==> config.mk <==
export PLATFORM = sky130hd
export DESIGN_NAME = string_bucket_hash_core
export DESIGN_NICKNAME = d
export VERILOG_FILES = /design/src/design/sbh_pkg.sv /design/src/design/sbh_rem_unit.sv /design/src/design/string_bucket_hash_core.sv
export SDC_FILE = /design/constraint.sdc
export NUM_CORES = 1
export LEC_CHECK = 0
export BUFFER_PORTS_ARGS = -buffer_cell sky130_fd_sc_hd__buf_2
export CORE_MARGIN = 2
export CORE_UTILIZATION = 55
export DETAILED_ROUTE_END_ITERATION = 8
export PLACE_DENSITY = 0.77
export RECOVER_POWER = 100
export SYNTH_ARGS = -nofsm -noshare
export SYNTH_HDL_FRONTEND = slang
export SYNTH_SLANG_ARGS = --single-unit
==> constraint.sdc <==
create_clock -name clk -period 5.9 [get_ports clk]
set_clock_uncertainty 0.1 [all_clocks]
set_input_delay 0 -clock clk [delete_from_list [all_inputs] [get_ports clk]]
set_output_delay 0 -clock clk [all_outputs]
set_load 0.03 [all_outputs]
==> src/design/sbh_pkg.sv <==
`timescale 1ns / 1ps
// ----------------------------------------------------------------------------
// sbh_pkg: shared types and constants for the string bucket hash core
// Holds the sequencer states, the remainder unit status and the hash constants.
// ----------------------------------------------------------------------------
package sbh_pkg;

    localparam int unsigned CHAR_W      = 8;
    localparam int unsigned HASH_W      = 32;
    localparam int unsigned SIZE_W      = 16;
    localparam int unsigned APB_DATA_W  = 32;
    localparam int unsigned APB_ADDR_W  = 3;

    // one remainder step per dividend bit
    localparam int unsigned DIV_STEPS   = HASH_W;
    localparam int unsigned DIV_CNT_W   = $clog2(DIV_STEPS);

    localparam logic [HASH_W-1:0] WEIGHT_BIAS = 32'd7;
    localparam logic [HASH_W-1:0] SUM_BIAS    = 32'd11;
    localparam logic [HASH_W-1:0] SUM_RESET   = 32'd1;
    localparam logic [SIZE_W-1:0] SIZE_RESET  = 16'd1024;

    // register index taken from paddr[2]
    localparam logic REG_TABLE_SIZE = 1'b0;

    typedef enum logic [1:0] {
        ST_IDLE,
        ST_MUL,
        ST_ACC,
        ST_DIV
    } sbh_state_t;

    typedef struct packed {
        logic busy;
        logic done;
    } sbh_rem_stat_t;

    function automatic logic [CHAR_W-1:0] to_upper(input logic [CHAR_W-1:0] c);
        logic [CHAR_W-1:0] r;
        r = c;
        if (c inside {[8'h61:8'h7A]})
        begin
            r = c - 8'h20;
        end
        return r;
    endfunction

endpackage

==> src/design/sbh_rem_unit.sv <==
`timescale 1ns / 1ps
// ----------------------------------------------------------------------------
// sbh_rem_unit: iterative 32-by-16 remainder
// Restoring shift-subtract, one dividend bit per cycle through one subtractor.
// ----------------------------------------------------------------------------
module sbh_rem_unit
    import sbh_pkg::*;
(
    input  logic                clk,
    input  logic                rst_n,
    input  logic                start,
    input  logic [HASH_W-1:0]   dividend,
    input  logic [SIZE_W-1:0]   divisor,
    output sbh_rem_stat_t       stat,
    output logic [SIZE_W-1:0]   remainder
);

    logic [HASH_W-1:0]    dividend_reg, dividend_next;
    logic [SIZE_W-1:0]    divisor_reg,  divisor_next;
    logic [SIZE_W-1:0]    rem_reg,      rem_next;
    logic [DIV_CNT_W-1:0] count_reg,    count_next;
    logic                 busy_reg,     busy_next;
    logic                 done_reg,     done_next;
    logic [SIZE_W:0]      trial;
    logic [SIZE_W:0]      diff;

    assign trial = {rem_reg, dividend_reg[HASH_W-1]};
    assign diff  = trial - {1'b0, divisor_reg};

    always_comb
    begin
        dividend_next = dividend_reg;
        divisor_next  = divisor_reg;
        rem_next      = rem_reg;
        count_next    = count_reg;
        busy_next     = busy_reg;
        done_next     = done_reg;
        if (start)
        begin
            dividend_next = dividend;
            divisor_next  = divisor;
            rem_next      = '0;
            count_next    = '0;
            busy_next     = 1'b1;
            done_next     = 1'b0;
        end
        else if (busy_reg)
        begin
            // partial remainder stays below the divisor, so 16 bits hold it
            rem_next      = (trial >= {1'b0, divisor_reg}) ? diff[SIZE_W-1:0]
                                                            : trial[SIZE_W-1:0];
            dividend_next = {dividend_reg[HASH_W-2:0], 1'b0};
            count_next    = count_reg + DIV_CNT_W'(1);
            if (count_reg == DIV_CNT_W'(DIV_STEPS - 1))
            begin
                busy_next = 1'b0;
                done_next = 1'b1;
            end
        end
    end

    always_ff @(posedge clk or negedge rst_n)
    begin
        if (!rst_n)
        begin
            count_reg <= '0;
            busy_reg  <= 1'b0;
            done_reg  <= 1'b0;
        end
        else
        begin
            count_reg <= count_next;
            busy_reg  <= busy_next;
            done_reg  <= done_next;
        end
    end

    always_ff @(posedge clk)
    begin
        dividend_reg <= dividend_next;
        divisor_reg  <= divisor_next;
        rem_reg      <= rem_next;
    end

    assign stat.busy = busy_reg;
    assign stat.done = done_reg;
    assign remainder = rem_reg;

endmodule

==> src/design/string_bucket_hash_core.sv <==
`timescale 1ns / 1ps
// ----------------------------------------------------------------------------
// string_bucket_hash_core: streaming bucket hash of a character key
// Hashes a key one character word at a time and emits its bucket index.
// ----------------------------------------------------------------------------
// Usage:
//   Input channel (in_valid / in_stall, char_in, last): one character word per
//   transfer, first to last; the final word carries last and is not hashed.
//   An empty key is sent as char_in 0 with last set.
//   Output channel (out_valid / out_stall, bucket): one word per key, sent
//   when the last word has been taken; bucket = hash sum mod table_size
//   (0 when table_size is 0).
//   APB port: register 0 at byte address 0 is table_size (16 bits).
// Sequence:
//   A non-final character goes through accept/weight update, the 8x32
//   multiply, then the sum accumulate. The final word starts the bit-serial
//   remainder unit, whose result is then loaded into the output register.
//   in_stall is high whenever the sequencer is not idle.
// Reset clears the key state (weight 0, sum 1, expecting first character),
// sets table_size to 1024 and drops out_valid. A stalled output word is held
// in the output register; the next key's words, its final word too, are still
// taken, and only its bucket waits in the remainder state for the output register.
// ----------------------------------------------------------------------------
module string_bucket_hash_core
    import sbh_pkg::*;
(
    input  logic                    clk,
    input  logic                    rst_n,
    // input channel
    input  logic                    in_valid,
    output logic                    in_stall,
    input  logic [CHAR_W-1:0]       char_in,
    input  logic                    last,
    // output channel
    output logic                    out_valid,
    input  logic                    out_stall,
    output logic [SIZE_W-1:0]       bucket,
    // APB configuration
    input  logic                    psel,
    input  logic                    penable,
    input  logic                    pwrite,
    input  logic [APB_ADDR_W-1:0]   paddr,
    input  logic [APB_DATA_W-1:0]   pwdata,
    output logic [APB_DATA_W-1:0]   prdata,
    output logic                    pready
);

    sbh_state_t          state_reg, state_next;

    // key state
    logic [HASH_W-1:0]   weight_reg,   weight_next;
    logic [HASH_W-1:0]   sum_reg,      sum_next;
    logic                at_start_reg, at_start_next;

    // datapath registers
    logic [CHAR_W-1:0]   char_reg,     char_next;
    logic [HASH_W-1:0]   prod_reg,     prod_next;

    // output register
    logic                out_valid_reg, out_valid_next;
    logic [SIZE_W-1:0]   bucket_reg,    bucket_next;

    logic [SIZE_W-1:0]   table_size_reg, table_size_next;

    // handshakes and sequencer controls
    logic                in_accept;
    logic                out_free;
    logic                load_out;
    logic                rem_start;
    logic                cfg_write;

    logic [CHAR_W-1:0]          char_up;
    logic [HASH_W-1:0]          weight_base;
    logic [HASH_W+CHAR_W-1:0]   prod_full;
    logic [HASH_W-1:0]          prod_x3;

    sbh_rem_stat_t       rem_stat;
    logic [SIZE_W-1:0]   rem_value;

    // ------------------------------------------------------------------
    // APB: always ready, table_size at index 0
    // ------------------------------------------------------------------
    assign pready    = 1'b1;
    assign cfg_write = psel & penable & pwrite & pready;

    always_comb
    begin
        table_size_next = table_size_reg;
        if (cfg_write && paddr[2] == REG_TABLE_SIZE)
        begin
            table_size_next = pwdata[SIZE_W-1:0];
        end
    end

    always_comb
    begin
        prdata = '0;
        if (paddr[2] == REG_TABLE_SIZE)
        begin
            prdata = {{(APB_DATA_W-SIZE_W){1'b0}}, table_size_reg};
        end
    end

    // ------------------------------------------------------------------
    // Sequencer: next state
    // ------------------------------------------------------------------
    assign in_accept = in_valid & ~in_stall;
    assign out_free  = ~out_valid_reg | ~out_stall;

    always_comb
    begin
        state_next = state_reg;
        case (state_reg)
            ST_IDLE:
            begin
                if (in_accept)
                begin
                    state_next = last ? ST_DIV : ST_MUL;
                end
            end
            ST_MUL:  state_next = ST_ACC;
            ST_ACC:  state_next = ST_IDLE;
            ST_DIV:
            begin
                if (rem_stat.done && out_free)
                begin
                    state_next = ST_IDLE;
                end
            end
            default: state_next = ST_IDLE;
        endcase
    end

    // ------------------------------------------------------------------
    // Sequencer: outputs
    // ------------------------------------------------------------------
    always_comb
    begin
        in_stall  = 1'b1;
        rem_start = 1'b0;
        load_out  = 1'b0;
        case (state_reg)
            ST_IDLE:
            begin
                in_stall  = 1'b0;
                rem_start = in_valid & last;
            end
            ST_MUL:  in_stall = 1'b1;
            ST_ACC:  in_stall = 1'b1;
            ST_DIV:  load_out = rem_stat.done & out_free;
            default: in_stall = 1'b1;
        endcase
    end

    // ------------------------------------------------------------------
    // Hash datapath
    // ------------------------------------------------------------------
    assign char_up     = to_upper(char_in);
    // first character seeds the weight with itself plus 7
    assign weight_base = at_start_reg ? ({{(HASH_W-CHAR_W){1'b0}}, char_up} + WEIGHT_BIAS)
                                      : weight_reg;
    assign prod_full   = {{HASH_W{1'b0}}, char_reg} * {{CHAR_W{1'b0}}, weight_reg};
    assign prod_x3     = {prod_reg[HASH_W-2:0], 1'b0} + prod_reg;

    always_comb
    begin
        weight_next   = weight_reg;
        sum_next      = sum_reg;
        at_start_next = at_start_reg;
        char_next     = char_reg;
        prod_next     = prod_reg;
        if (in_accept)
        begin
            if (last)
            begin
                // sum is captured by the remainder unit this cycle
                weight_next   = '0;
                sum_next      = SUM_RESET;
                at_start_next = 1'b1;
            end
            else
            begin
                weight_next   = weight_base + {{(HASH_W-CHAR_W){1'b0}}, char_up};
                at_start_next = 1'b0;
                char_next     = char_up;
            end
        end
        if (state_reg == ST_MUL)
        begin
            prod_next = prod_full[HASH_W-1:0];
        end
        if (state_reg == ST_ACC)
        begin
            sum_next = sum_reg + prod_x3 + SUM_BIAS;
        end
    end

    // ------------------------------------------------------------------
    // Output register
    // ------------------------------------------------------------------
    always_comb
    begin
        out_valid_next = out_valid_reg & out_stall;
        bucket_next    = bucket_reg;
        if (load_out)
        begin
            out_valid_next = 1'b1;
            bucket_next    = (table_size_reg == '0) ? '0 : rem_value;
        end
    end

    assign out_valid = out_valid_reg;
    assign bucket    = bucket_reg;

    sbh_rem_unit u_rem (
        .clk       (clk),
        .rst_n     (rst_n),
        .start     (rem_start),
        .dividend  (sum_reg),
        .divisor   (table_size_reg),
        .stat      (rem_stat),
        .remainder (rem_value)
    );

    always_ff @(posedge clk or negedge rst_n)
    begin
        if (!rst_n)
        begin
            state_reg      <= ST_IDLE;
            weight_reg     <= '0;
            sum_reg        <= SUM_RESET;
            at_start_reg   <= 1'b1;
            out_valid_reg  <= 1'b0;
            table_size_reg <= SIZE_RESET;
        end
        else
        begin
            state_reg      <= state_next;
            weight_reg     <= weight_next;
            sum_reg        <= sum_next;
            at_start_reg   <= at_start_next;
            out_valid_reg  <= out_valid_next;
            table_size_reg <= table_size_next;
        end
    end

    always_ff @(posedge clk)
    begin
        char_reg   <= char_next;
        prod_reg   <= prod_next;
        bucket_reg <= bucket_next;
    end

    // ------------------------------------------------------------------
    // Assertions
    // ------------------------------------------------------------------
    a_busy_stalls: assert property (@(posedge clk) disable iff (!rst_n)
        rem_stat.busy |-> in_stall)
        else $error("input taken while remainder unit busy");

    a_bucket_range: assert property (@(posedge clk) disable iff (!rst_n)
        (out_valid_reg && table_size_reg != '0) |-> (bucket_reg < table_size_reg))
        else $error("bucket not below table size");

    a_out_from_div: assert property (@(posedge clk) disable iff (!rst_n)
        $rose(out_valid_reg) |-> $past(state_reg == ST_DIV))
        else $error("output word raised outside remainder state");

    a_key_cleared: assert property (@(posedge clk) disable iff (!rst_n)
        (in_accept && last) |=> (at_start_reg && sum_reg == SUM_RESET))
        else $error("key state not cleared after final word");

endmodule

==> metrics.md <==
| Metric | Value |
|---|---|
| Worst Setup Path Type | flop to flop |
| Crit-path most repeated cell | fa_1 |
| First-pass GRT wire length | 67,270 um |
| Final Critical Period | roughly 5700 ps |
| CP required | 6080 ps |
| Worst min path class | input port to flop |
| Setup bufs post-CTS | 0 |
| Area leader, netlist | fa_1 |
| #FFs+latches synth | 211 |
| Combinational Power Share | 63.9% |
| Max-Cap Viols | 8 |
| Fin util | roughly 60% |
| Worst Tran Pin Value | 3153 ps |
| Failing checks | capacitance limit, slew limit |
| Antenna diode count | 0 |
| Met1 Use GR | 30.69% |
| Max stage delay on crit path | 530 ps |
| Clock Latency Late Sink | roughly 540 ps |
| RSZ-0062 raised after global routing | no |
| H-Tree Depth | 1 |
| Final Instance Area | 20,650 um2 |
| Outcome | finished, violations left |
| Area after DPL | 19,690 um2 |
| Netlist Area Pre-Place | 19,020 um2 |
| CP Launch Type | flop |
| Die area | 36,080 um2 |
| Internal power | 0.006162 W |
| Synth warn | 0 |
| I/O pin total | ~100 |
| M3 GR Usage | 2.933% |
| Grt total ovfl | 0 |
| WP buf/inv | 3 |
| Row count | 68 |
| Initial Utilization | 55.47% |
| Synth Flop Type | edfxtp_1 |
| CTS Buf Count | 24 |
| Headroom to the max-slew limit | -110.2% |
| Power Dens Cells | about 550 nW/um2 |
| Root buffer cell | clkbuf_16 |
| Max Freq | 174.2 MHz |
| Worst setup EP type | flop |
| Psw | 0.005118 W |
| Clk pwr share | roughly an eighth |
| Critical R2R Launch | char_reg[2]$_DFFE_PP_ |
| CORE AREA | 34,290 um2 |
| Most used routing layer | met2 |
| CTS tree | built |
| Avg WL per Cell | approximately 16 um |
| Number of synthesized flops with an enable pin | 104 |
| Top delay family on crit path | adder cells |
| Hold Vio Cnt, Final | 0 |
| Gr usage total | between 20% and 30% |
| Max-slew violation count | 307 |
| Port buffer count | 66 |
| Syn avg cell area | a little under 10 um2 |
| Largest cells by area after synthesis | fa_1 20%, edfxtp_1 16%, dfrtp_1 12% |
| P_leak | 9.479 nW |
| WHS | 128.8 ps |
| Final #Nets | 2,393 |
| Register clock-pin slew on the reported worst setup and hold paths | 60 ps |
| Dpl hpwl | 28,780 um |
| Drc violations | 0 |
| Seq pwr share | 23.8% |
| Die width | 190.0 um |
| Drt initial violations | approximately 890 |
| Crit path max fanout | 20 |
| CP max-delay cell | edfxtp_1 |
| Worst setup path startpoint | char_reg[2]$_DFFE_PP_ |
| Grt met2 use | a little under two fifths |
| Total wire length | 39,140 um |
| Sum of negative setup slack | 0 ps |
| Clk sinks | 211 |
| Routed Antenna Nets | 0 |
| CTS Buffer Depth | 3 |
| Vias per cell | between 5 and 6 |
| DRT Pass-1 Iters | 5 |
| Sequential area share after synthesis | 30.10% |
| Worst Path Arrival | 5920 ps |
| Net switching fraction of the power | 45.37% |
| GP Congestion | 0.9030 |
| Most common cell after layout, fill and taps aside | inv_1 |
| Setup violators final | 0 |
| Hold Path Origin | pwdata[14] |
| Largest net degree at the start of global routing | 76 |
| Final period utilization | 97.29% |
| Top cell type's share of synthesized area | roughly a fifth |
| Commonest non-fill, non-tap cells in the layout | 223 x inv_1, 220 x nand2_1, 189 x fa_1 |
| Initial antenna violation count | 0 |
| Yosys cell types | 69 |
| Worst vdd ir | ~0.00036 V |
| Cells after Synth | 1,970 |
| Area delta synth->final | 8.559% |
| Vias in the first global route | 14,044 |
| Share of cells above drive strength 1 | roughly 5.4% |
| Post-synthesis async set-or-reset flop share | 43.13% |
| Crit path cell chain | buf_4 -> and2_0 -> fa_1 -> fa_1 -> fa_1 -> inv_1 -> fa_1 -> inv_1 -> ha_1 -> a21o_1 -> or3_1 -> nor3_1 -> o311ai_1 -> a21oi_1 -> o211ai_1 -> a31o_2 -> a21oi_1 -> xnor2_1 |
| DR vias | 13,671 |
| Die Span Y | 190.0 um |
worst min-delay path: cells and delay by family:
kind,cells,cell delay [ps]
mux,1,120
buf+inv,2,610
timing repair:
item                                    in CTS  in global routing
endpoints found under the setup margin       0                  3
hold buffers                                33                  0
resized for setup                            0                  3
hold endpoints to repair                   125                  0
kinds of logic after synthesis:
group / share of synthesized area [%]
other: 0.03949
AND/OR/NAND/NOR: 17.39
flip-flops: 30.10
buffers and inverters: 6.895
AO/OA/AOI/OAI: 10.98
multiplexers: 1.954
adder cells (fa/ha/maj): 28.45
XOR/XNOR: 4.191
area by class of cell:
class / instances / area [um2]
Tap cell: 455 / 569.3
Fill cell: 2816 / 13640
Inverter: 223 / 837.1
Timing Repair Buffer: 121 / 745.7
Sequential cell: 211 / 5724
Clock inverter: 10 / 65.06
Multi-Input combinational cell: 1442 / 12040
Clock buffer: 34 / 668.1
power by group through the flow:
stage	sequential, W	combinational, W	clock [W]
finish	0.00268	0.00721	0.00139
global route	0.00276	0.00820	0.00148
CTS	0.00268	0.00721	0.00143
detailed placement	0.00270	0.00710	0
global placement	0.00268	0.00684	0
floorplan	0.00250	0.00588	0
cell usage after synthesis (25+ instances only):
library cell / number
inv_1: 223
nand2_1: 221
and2_1: 192
fa_1: 189
ha_1: 130
o21ai_0: 116
edfxtp_1: 104
dfrtp_1: 88
clkbuf_1: 87
a21oi_1: 78
nor2_1: 59
xnor2_1: 55
nand3_1: 54
xor2_1: 36
nor2b_1: 25
routing by layer:
| layer | part of all wire [%] | wire [um] |
|---|---|---|
| met5 | 0 | 0 |
| met3 | 4.4 | 1717 |
| met1 | 45 | 17750 |
| met2 | 48 | 18880 |
| met4 | 2.0 | 791 |
worst paths after layout:
kind	to	slack, ps	depth (start not counted)
min in group asynchronous	at_start_reg$_DFFE_PN1P_	460	3
max reg2reg	prod_reg[31]$_DFFE_PP_	160	18
max	prod_reg[31]$_DFFE_PP_	160	18
max in group asynchronous	table_size_reg[2]$_DFFE_PN0P_	2200	4
min	table_size_reg[14]$_DFFE_PN0P_	130	3
min reg2reg	sum_reg[1]$_DFFE_PN0P_	400	2
through the flow:
stage	worst slack [ps]	std cells	total power (W)
after global placement	285.8	2419	0.009527
final	160.2	2496	0.01128
after CTS	232.3	2496	0.01131
after floorplan	628.5	1985	0.008377
after global routing	17.96	2496	0.01244
after detailed placement	236.1	2419	0.009799
(Power assumes the default switching activity.)
